==> config.mk <==
export PLATFORM = sky130hd
export DESIGN_NAME = weight_shift_throttle_control_core
export DESIGN_NICKNAME = d
export VERILOG_FILES = /design/src/rtl/core/wstc_pkg.sv /design/src/rtl/core/wstc_front.sv /design/src/rtl/core/wstc_step.sv /design/src/rtl/core/weight_shift_throttle_control_core.sv
export VERILOG_INCLUDE_DIRS = /design/src /design/src/rtl/core
export SDC_FILE = /design/constraint.sdc
export NUM_CORES = 2
export LEC_CHECK = 0
export BUFFER_PORTS_ARGS = -buffer_cell sky130_fd_sc_hd__clkbuf_2
export CAP_MARGIN = 15
export CORE_MARGIN = 2
export CORE_UTILIZATION = 41
export DETAILED_ROUTE_END_ITERATION = 10
export SLEW_MARGIN = 20
export SYNTH_ARGS = -nofsm -noshare
export SYNTH_HDL_FRONTEND = slang
export SYNTH_HIERARCHICAL = 1
export SYNTH_SLANG_ARGS = --single-unit
==> constraint.sdc <==
create_clock -name clk -period 11.96 [get_ports clk]
set_input_delay 1.196 -clock clk [delete_from_list [all_inputs] [get_ports clk]]
set_output_delay 1.196 -clock clk [all_outputs]
set_load 0.03 [all_outputs]
==> src/rtl/core/weight_shift_throttle_control_core_macros.svh <==
// ---------------------------------------------------------------------------
// Assertion macros for the weight-shift throttle control core
// Clocked on clk, disabled while arst_n is low.
// ---------------------------------------------------------------------------
`ifndef WEIGHT_SHIFT_THROTTLE_CONTROL_CORE_MACROS_SVH
`define WEIGHT_SHIFT_THROTTLE_CONTROL_CORE_MACROS_SVH

// Check that an expression holds at every clock edge out of reset
`define WSTC_ASSERT_ALWAYS(label_, expr_) \
	label_: assert property (@(posedge clk) disable iff (!arst_n) (expr_)) \
		else $error("wstc check failed");

// Check that a condition implies a consequence in the same cycle
`define WSTC_ASSERT_IMPLIES(label_, cond_, cons_) \
	label_: assert property (@(posedge clk) disable iff (!arst_n) (cond_) |-> (cons_)) \
		else $error("wstc check failed");

`endif

==> src/rtl/core/wstc_pkg.sv <==
// ---------------------------------------------------------------------------
// wstc_pkg
// Types and fixed-point constants of the weight-shift throttle control core.
// ---------------------------------------------------------------------------
`timescale 1ns / 1ps

package wstc_pkg;

	// fixed-point formats
	localparam int WEIGHT_FRAC_BITS   = 6;
	localparam int THROTTLE_FRAC_BITS = 16;
	localparam longint ONE            = 64'sd1 << THROTTLE_FRAC_BITS;
	// dead band compare is done in units of 2^-(THROTTLE-WEIGHT) weight
	localparam int DB_SHIFT = THROTTLE_FRAC_BITS - WEIGHT_FRAC_BITS;

	// Q16 constants, rounded to nearest
	localparam longint TH_BAND1   = ((253 * ONE) + 500) / 1000;
	localparam longint TH_BAND2   = ((26 * ONE) + 50) / 100;
	localparam longint TH_BAND3   = ((28 * ONE) + 50) / 100;
	localparam longint STEP1      = ((5 * ONE) + 5000) / 10000;
	localparam longint STEP2      = ((1 * ONE) + 500) / 1000;
	localparam longint STEP3      = ((25 * ONE) + 5000) / 10000;
	localparam longint FLOOR1     = ((1 * ONE) + 2) / 4;
	localparam longint HALF_BRAKE = ((1 * ONE) + 1) / 2;

	// rpm term: round(mag*2^16/210000) = floor((mag*8192 + 13125) / 26250)
	localparam longint RPM_BIAS  = 13125;
	localparam longint RPM_DEN   = 26250;
	localparam int     RPM_SHIFT = 46;
	localparam longint RPM_MULT  = ((64'sd1 << RPM_SHIFT) + RPM_DEN - 1) / RPM_DEN;

	// follow term: round(mag*2^16/320000) = floor((mag*256 + 625) / 1250)
	// magnitudes at or beyond 2^20 saturate the throttle either way
	localparam longint FOL_CAP   = 64'sd1 << 20;
	localparam longint FOL_BIAS  = 625;
	localparam longint FOL_DEN   = 1250;
	localparam int     FOL_SHIFT = 40;
	localparam longint FOL_MULT  = ((64'sd1 << FOL_SHIFT) + FOL_DEN - 1) / FOL_DEN;

	// servo pulse
	localparam longint PULSE_MID  = 1500;
	localparam longint PULSE_GAIN = 500;

	// register indexes
	localparam logic [1:0] CFG_MIN_TOTAL  = 2'd0;
	localparam logic [1:0] CFG_MIN_SINGLE = 2'd1;
	localparam logic [1:0] CFG_DEAD_BAND  = 2'd2;
	localparam logic [1:0] CFG_BRAKE_DIFF = 2'd3;

	// register reset values
	localparam logic [15:0] RST_MIN_TOTAL  = 16'd2560;
	localparam logic [15:0] RST_MIN_SINGLE = 16'd960;
	localparam logic [15:0] RST_DEAD_BAND  = 16'd448;
	localparam logic [15:0] RST_BRAKE_DIFF = 16'd1920;

	typedef struct packed {
		logic [15:0] min_total;
		logic [15:0] min_single;
		logic [15:0] dead_band;
		logic [15:0] brake_diff;
	} wstc_cfg_t;

	// state-independent terms handed from the front stage to the step stage
	typedef struct packed {
		logic               disarm;     // too little load
		logic               diff_pos;   // front heavier than rear
		logic               brake_hit;  // rear lean beyond brake difference
		logic signed [25:0] excess;     // |diff| - dead band at zero throttle
		logic signed [16:0] rpm_term;   // Q16 rpm contribution
		logic signed [18:0] fol_term;   // Q16 follow contribution
	} wstc_pre_t;

endpackage

==> src/rtl/core/wstc_front.sv <==
// ---------------------------------------------------------------------------
// wstc_front
// Input register and the state-independent terms: load checks, dead band
// excess, brake test, and the rpm and follow terms by reciprocal multiply.
// ---------------------------------------------------------------------------
`timescale 1ns / 1ps

module wstc_front (
	input  logic                  clk,
	input  logic                  arst_n,
	input  wstc_pkg::wstc_cfg_t   cfg,
	input  logic                  s_tvalid,
	output logic                  s_tready,
	input  logic signed [23:0]    front_weight,
	input  logic signed [23:0]    rear_weight,
	input  logic signed [17:0]    motor_rpm,
	input  logic                  rpm_valid,
	output logic                  pre_valid,
	input  logic                  pre_ready,
	output wstc_pkg::wstc_pre_t   pre
);
	import wstc_pkg::*;

	logic               v_s1;
	logic signed [23:0] front_s1;
	logic signed [23:0] rear_s1;
	logic signed [17:0] rpm_s1;
	logic               rv_s1;
	logic               v_s2;
	wstc_pre_t          pre_s2;
	logic               load_s2;

	logic signed [24:0] sum_w;
	logic signed [24:0] diff_w;
	logic signed [25:0] tot_m;
	logic signed [24:0] front_m;
	logic signed [24:0] rear_m;
	logic [24:0]        absd;
	logic signed [25:0] brk_m;
	logic [17:0]        rpm_mag;
	logic [30:0]        yr;
	logic [62:0]        prod_r;
	logic [16:0]        q_r;
	logic signed [16:0] rpm_term_d;
	logic [20:0]        mag_c;
	logic [28:0]        yf;
	logic [58:0]        prod_f;
	logic [17:0]        q_f;
	logic signed [18:0] fol_term_d;
	wstc_pre_t          pre_d;

	// advance handshake
	assign load_s2  = !v_s2 || pre_ready;
	assign s_tready = !v_s1 || load_s2;

	// hold the accepted word
	always_ff @(posedge clk or negedge arst_n) begin
		if (!arst_n) begin
			v_s1 <= 1'b0;
		end else if (s_tready) begin
			v_s1 <= s_tvalid;
		end
	end

	always_ff @(posedge clk) begin
		if (s_tready && s_tvalid) begin
			front_s1 <= front_weight;
			rear_s1  <= rear_weight;
			rpm_s1   <= motor_rpm;
			rv_s1    <= rpm_valid;
		end
	end

	// load checks and dead band excess
	always_comb begin
		sum_w   = 25'(front_s1) + 25'(rear_s1);
		diff_w  = 25'(front_s1) - 25'(rear_s1);
		tot_m   = 26'(sum_w) - $signed({10'b0, cfg.min_total});
		front_m = 25'(front_s1) - $signed({9'b0, cfg.min_single});
		rear_m  = 25'(rear_s1) - $signed({9'b0, cfg.min_single});
		absd    = diff_w[24] ? 25'(-diff_w) : 25'(diff_w);
		brk_m   = 26'(diff_w) + $signed({10'b0, cfg.brake_diff});

		pre_d.disarm    = tot_m[25] || front_m[24] || rear_m[24];
		pre_d.diff_pos  = !diff_w[24] && (diff_w != 25'sd0);
		pre_d.brake_hit = brk_m[25];
		pre_d.excess    = $signed({1'b0, absd}) - $signed({10'b0, cfg.dead_band});
		pre_d.rpm_term  = rpm_term_d;
		pre_d.fol_term  = fol_term_d;
	end

	// rpm term, rounded half away from zero
	always_comb begin
		rpm_mag = rpm_s1[17] ? 18'(-rpm_s1) : 18'(rpm_s1);
		yr      = {rpm_mag, 13'b0} + 31'(RPM_BIAS);
		prod_r  = 63'(yr) * 63'(RPM_MULT);
		q_r     = 17'(prod_r >> RPM_SHIFT);
		if (!rv_s1) begin
			rpm_term_d = 17'sd0;
		end else if (rpm_s1[17]) begin
			rpm_term_d = -$signed(q_r);
		end else begin
			rpm_term_d = $signed(q_r);
		end
	end

	// follow term, magnitude capped where the result saturates anyway
	always_comb begin
		mag_c  = (absd >= 25'(FOL_CAP)) ? 21'(FOL_CAP) : absd[20:0];
		yf     = {mag_c, 8'b0} + 29'(FOL_BIAS);
		prod_f = 59'(yf) * 59'(FOL_MULT);
		q_f    = 18'(prod_f >> FOL_SHIFT);
		fol_term_d = diff_w[24] ? -$signed({1'b0, q_f}) : $signed({1'b0, q_f});
	end

	// register the terms
	always_ff @(posedge clk or negedge arst_n) begin
		if (!arst_n) begin
			v_s2 <= 1'b0;
		end else if (load_s2) begin
			v_s2 <= v_s1;
		end
	end

	always_ff @(posedge clk) begin
		if (load_s2 && v_s1) begin
			pre_s2 <= pre_d;
		end
	end

	assign pre_valid = v_s2;
	assign pre       = pre_s2;

endmodule

==> src/rtl/core/wstc_step.sv <==
// ---------------------------------------------------------------------------
// wstc_step
// Throttle and armed state update with the result register: dead band
// compare, throttle bands, brake, clamp and servo pulse width.
// ---------------------------------------------------------------------------
`timescale 1ns / 1ps

`include "weight_shift_throttle_control_core_macros.svh"

module wstc_step (
	input  logic                clk,
	input  logic                arst_n,
	input  logic                pre_valid,
	output logic                pre_ready,
	input  wstc_pkg::wstc_pre_t pre,
	output logic                m_tvalid,
	input  logic                m_tready,
	output logic signed [17:0]  drive_command,
	output logic                riding,
	output logic [10:0]         pulse_width_us
);
	import wstc_pkg::*;

	logic [16:0]        throttle_q;
	logic               armed_q;
	logic               out_v_q;
	logic signed [17:0] cmd_q;
	logic               riding_q;
	logic [10:0]        pulse_q;
	logic               take;

	logic signed [37:0] cmp;
	logic               arm_now;
	logic               lean;
	logic signed [20:0] pz;
	logic signed [20:0] b1;
	logic signed [20:0] p_raw;
	logic               braking;
	logic signed [20:0] cmd_brk;
	logic [16:0]        p_next;
	logic               armed_next;
	logic signed [17:0] cmd_next;
	logic signed [27:0] pw;
	logic signed [11:0] pw_sum;

	assign pre_ready = !out_v_q || m_tready;
	assign take      = pre_valid && pre_ready;

	// dead band compare: |diff|*2^10 against dead_band*2^10 + 3*throttle
	always_comb begin
		pz      = $signed({4'b0, throttle_q});
		cmp     = (38'(pre.excess) <<< DB_SHIFT) - 38'(pz) * 38'sd3;
		arm_now = cmp[37] && !armed_q;
		lean    = !cmp[37] && (cmp != 38'sd0) && armed_q;
	end

	// throttle bands, brake and follow
	always_comb begin
		b1 = pz + 21'(STEP1) + 21'(pre.rpm_term);
		if (b1 < 21'(FLOOR1)) begin
			b1 = 21'(FLOOR1);
		end
		if (pz < 21'(TH_BAND1) && pre.diff_pos) begin
			p_raw = b1;
		end else if (pz < 21'(TH_BAND2) && pre.diff_pos) begin
			p_raw = pz + 21'(STEP2);
		end else if (pz < 21'(TH_BAND3) && pre.diff_pos) begin
			p_raw = pz + 21'(STEP3);
		end else if (pre.brake_hit) begin
			p_raw = -21'(HALF_BRAKE);
		end else begin
			p_raw = pz + 21'(pre.fol_term);
		end
		cmd_brk = (p_raw < -21'(ONE)) ? -21'(ONE) : p_raw;
	end

	// next state and command
	always_comb begin
		braking    = 1'b0;
		armed_next = armed_q;
		p_next     = throttle_q;
		if (pre.disarm) begin
			armed_next = 1'b0;
			p_next     = 17'd0;
		end else if (arm_now) begin
			armed_next = 1'b1;
		end else if (lean) begin
			if (p_raw[20]) begin
				braking = 1'b1;
				p_next  = 17'd0;
			end else if (p_raw > 21'(ONE)) begin
				p_next = 17'(ONE);
			end else begin
				p_next = p_raw[16:0];
			end
		end
		cmd_next = braking ? 18'(cmd_brk) : $signed({1'b0, p_next});
		pw       = 28'(cmd_next) * 28'(PULSE_GAIN);
		pw_sum   = pw[27:16] + 12'(PULSE_MID);
	end

	// advance state with the result
	always_ff @(posedge clk or negedge arst_n) begin
		if (!arst_n) begin
			throttle_q <= 17'd0;
			armed_q    <= 1'b0;
			out_v_q    <= 1'b0;
		end else begin
			if (pre_ready) begin
				out_v_q <= pre_valid;
			end
			if (take) begin
				throttle_q <= p_next;
				armed_q    <= armed_next;
			end
		end
	end

	always_ff @(posedge clk) begin
		if (take) begin
			cmd_q    <= cmd_next;
			riding_q <= armed_next;
			pulse_q  <= pw_sum[10:0];
		end
	end

	assign m_tvalid       = out_v_q;
	assign drive_command  = cmd_q;
	assign riding         = riding_q;
	assign pulse_width_us = pulse_q;

	`WSTC_ASSERT_ALWAYS(a_throttle_range, throttle_q <= 17'(ONE))
	`WSTC_ASSERT_IMPLIES(a_disarmed_idle, !armed_q, throttle_q == 17'd0)
	`WSTC_ASSERT_IMPLIES(a_brake_zeroes, out_v_q && cmd_q[17], throttle_q == 17'd0)
	`WSTC_ASSERT_IMPLIES(a_pulse_range, out_v_q, (pulse_q >= 11'd1000) && (pulse_q <= 11'd2000))

endmodule

==> src/rtl/core/weight_shift_throttle_control_core.sv <==
// Throughput: one word per cycle while m_tready does not stall the output stream;
// the throttle and armed state update in the same cycle as the result register loads.
// The input register, the term stage and the result register each hold one word.
// Reset (arst_n low) clears throttle, the armed state and all valid flags at once and
// loads the register defaults; no clearing pass follows.
// ---------------------------------------------------------------------------
// weight_shift_throttle_control_core
// Load-cell weight-shift throttle controller with stream ports and a plain
// register write port.
// ---------------------------------------------------------------------------
`timescale 1ns / 1ps

module weight_shift_throttle_control_core (
	input  logic        clk,
	input  logic        arst_n,
	// register write port
	input  logic        cfg_we,
	input  logic [1:0]  cfg_index,
	input  logic [15:0] cfg_data,
	// input stream
	input  logic        s_tvalid,
	output logic        s_tready,
	input  logic [71:0] s_tdata,   // front_weight[23:0], rear_weight[23:0], motor_rpm[17:0], pad
	input  logic        s_tuser,   // rpm_valid
	// output stream
	output logic        m_tvalid,
	input  logic        m_tready,
	output logic [31:0] m_tdata    // drive_command[17:0], riding, pulse_width_us[10:0], pad
);
	import wstc_pkg::*;

	wstc_cfg_t          cfg_q;
	logic               pre_valid;
	logic               pre_ready;
	wstc_pre_t          pre;
	logic signed [17:0] drive_command;
	logic               riding;
	logic [10:0]        pulse_width_us;

	// register writes
	always_ff @(posedge clk or negedge arst_n) begin
		if (!arst_n) begin
			cfg_q.min_total  <= RST_MIN_TOTAL;
			cfg_q.min_single <= RST_MIN_SINGLE;
			cfg_q.dead_band  <= RST_DEAD_BAND;
			cfg_q.brake_diff <= RST_BRAKE_DIFF;
		end else if (cfg_we) begin
			unique case (cfg_index)
				CFG_MIN_TOTAL:  cfg_q.min_total  <= cfg_data;
				CFG_MIN_SINGLE: cfg_q.min_single <= cfg_data;
				CFG_DEAD_BAND:  cfg_q.dead_band  <= cfg_data;
				CFG_BRAKE_DIFF: cfg_q.brake_diff <= cfg_data;
				default:        cfg_q.brake_diff <= cfg_data;
			endcase
		end
	end

	wstc_front u_front (
		.clk          (clk),
		.arst_n       (arst_n),
		.cfg          (cfg_q),
		.s_tvalid     (s_tvalid),
		.s_tready     (s_tready),
		.front_weight ($signed(s_tdata[23:0])),
		.rear_weight  ($signed(s_tdata[47:24])),
		.motor_rpm    ($signed(s_tdata[65:48])),
		.rpm_valid    (s_tuser),
		.pre_valid    (pre_valid),
		.pre_ready    (pre_ready),
		.pre          (pre)
	);

	wstc_step u_step (
		.clk            (clk),
		.arst_n         (arst_n),
		.pre_valid      (pre_valid),
		.pre_ready      (pre_ready),
		.pre            (pre),
		.m_tvalid       (m_tvalid),
		.m_tready       (m_tready),
		.drive_command  (drive_command),
		.riding         (riding),
		.pulse_width_us (pulse_width_us)
	);

	// pack the result word
	assign m_tdata = {2'b00, pulse_width_us, riding, drive_command};

endmodule
==> flow_summary.ini <==
[critical_path]
path_class = reg2reg
critical_path.top_delay_family = adder cells
slowest_stage = fa_2
crit_arrival_ns = 12.63
reg2reg_to = u_front/pre[17]
critPathMaxFanout = 5
timing.rr.start = u_front/rear_s1[0]
worst_setup_path_end_kind = flip-flop
cp_common_cell = fa_2
r2r_cells = 52
startpoint_type = flip-flop
cp.required_ns = 12.25
slowest_delay_ns = 0.59
worst-path-buf-inv = 8
r2r_slack_ns = -0.38

[die]
fp.dieH_um = 347.5
initial_core_util = 0.4113
die_w_um = 347.5
core_area_um2 = 117600
die_area_um2 = 120800
boundaryPins = 130
row_count = 126

[global_routing]
antenna_found_initial = 4
grt_overflow_total = 0
grt_pass1_wl_mm = 218.4
track_usage = 0.2283
grt_pass1_vias = 40320
grt_max_degree = 66

[sta]
drv_slew = 0
worst_slack_ns = -0.3795
slew_headroom = 0.2917
worst_clock_skew_ns = 0.03404
tightest_slew_ns = 1.061
setup-violations-final = 16
fin_tns_setup_ns = -3.576
period_share = 1.032
period_minus_slack_ns = 12.34
hold_violations = 0
rsz0062_at_grt = yes
max_freq_mhz = 81.04

[route]
antenna_left = 0
route.detailed.wl_per_inst_um = 18.22
drt_pass1_iterations = 5
drc = 0
drt_iter0_drc = 2503
finalWirelength_mm = 138.4
vias = 39600
routed_via_density = 5.215

[clock_network]
insertion_delay_ns = 0.59
tritoncts = done
postCtsHoldBufs = 0
htreeDepth = 2
root_buffer = clkbuf_16
clkTransAtPathRegs_ns = 0.07
cts_buffers = 35
ctsLongestPathBuffers = 3
clock-sinks = 247

[yosys]
synth_edf_count = 162
yosysUniqueCellTypes = 120
syn_area_um2 = 48380
syn_inst = 5220
synth_flop_cell = edfxtp_1
synth_area_per_cell_um2 = 9.268
synth-seq-area-share = 0.1449
synth_seq_cells = 247
synth_warnings = 6
synthArstFlopShare = 0.3441

[finish]
area_growth_pct = 21.80
n_fill_cell = 11000
fin_nets = 7471
layout_commonest_cell = inv_1
final_area_um2 = 58930
final_cell_mix = 1,111 x inv_1, 738 x ha_1, 734 x buf_4
final_cells = 7593
drive_above_1_share = 0.2286

[placed_design]
dp_cells = 7456
port_buffers = 121
dp_hpwl_mm = 119.4
post_dp_cell_area_um2 = 55920
place_congestion = 0.9961
dp_slack_ns = -0.5312

[run_status]
status = finished, violations left
failed_checks = negative setup slack

[flow_run]
maxCapViolations = 0

[min_path]
hold_end = u_front/pre_valid
hold_class = reg2reg
whs_path_depth = 1
hold_path.startpoint = u_front/v_s1
==> state kept, by name (all words and copies together), names as in the netlist <==
register,count
u_front/pre,65
cfg_q,64
u_front/front_s1,24
u_front/rear_s1,24
u_front/rpm_s1,18
u_step/drive_command,18
u_step/throttle_q,17
u_step/pulse_width_us,11
u_front/pre_valid,1
u_front/rv_s1,1
u_front/v_s1,1
u_step/armed_q,1
u_step/m_tvalid,1
u_step/riding,1
==> layout make-up <==
| type | instances | area (um2) | share of cell area |
|---|---|---|---|
| antenna | 3 | 7.507 | 0.0001274 |
| inverter | 1140 | 4279 | 0.07262 |
| clock inverter | 19 | 185.2 | 0.003143 |
| timing repair buffer | 875 | 6395 | 0.1085 |
| tap | 1536 | 1922 | 0.03261 |
| multi-input combinational | 3728 | 38160 | 0.6476 |
| sequential | 247 | 7012 | 0.1190 |
| clock buffer | 45 | 965.9 | 0.01639 |
==> timing repair <==
| item | in CTS | in global routing |
|---|---|---|
| pin swaps | 49 | 152 |
| resized for setup | 76 | 209 |
| setup buffers | 30 | 40 |
| setup endpoints to repair | 22 | 31 |
| cloned | 0 | 1 |
==> cell usage after synthesis, drive strengths merged (89+ instances only) <==
cell type	number	area [um2]
nand3	93	470.5
inv	1140	4279
nand2	231	872.1
nor2	241	909.6
a21oi	235	1202
o21ai	185	925.9
ha	786	9834
nor3	89	481.7
a21o	136	1025
edfxtp	162	4865
fa	562	11250
xnor2	173	1530
==> worst max-delay path by stage <==
stage	from	end	depth (start not counted)
CTS	u_front/front_s1[10]	u_front/pre[17]	54
global placement	u_front/rear_s1[0]	u_front/pre[17]	49
floorplan	u_front/rear_s1[9]	u_front/pre[14]	47
global route	u_front/rear_s1[0]	u_front/pre[17]	54
finish	u_front/rear_s1[0]	u_front/pre[17]	52
detailed placement	u_front/rear_s1[0]	u_front/pre[17]	49
==> stage by stage <==
step / hold WS [ns] / utilization
2_1_floorplan: 0.4490 / -
3_3_place_gp: 0.4579 / 0.4755
3_5_place_dp: 0.4651 / 0.4755
4_1_cts: 0.5017 / 0.4897
5_1_grt: 0.5193 / 0.5010
6_report: 0.4952 / 0.5010
==> layer usage <==
metal  GRT usage  vias to the layer above  share of wire  routed length (um)
met5           0                        -        0.00013                  18
met4     0.07024                        2          0.032                4457
met3     0.02704                      215          0.048                6687
met2      0.3911                      906           0.48               66240
met1      0.3010                    19260           0.44               60950
li1            -                    19210              -                   -
==> cells by family (layout without fill, tap and decap cells) <==
kind of cell	Yosys count	count (layout)	share of synthesized area
compound gates	980	980	0.1397
xor+xnor	259	259	0.04720
fa+ha+maj	1348	1348	0.4358
buf+inv	1246	2079	0.09895
flops	247	247	0.1449
mux	88	88	0.02012
other cells	2	6	0.0001552
simple gates	1050	1050	0.1132
Power is not shown: default switching activity piles up to over one toggle a cycle in this logic, so the estimate is an artifact.
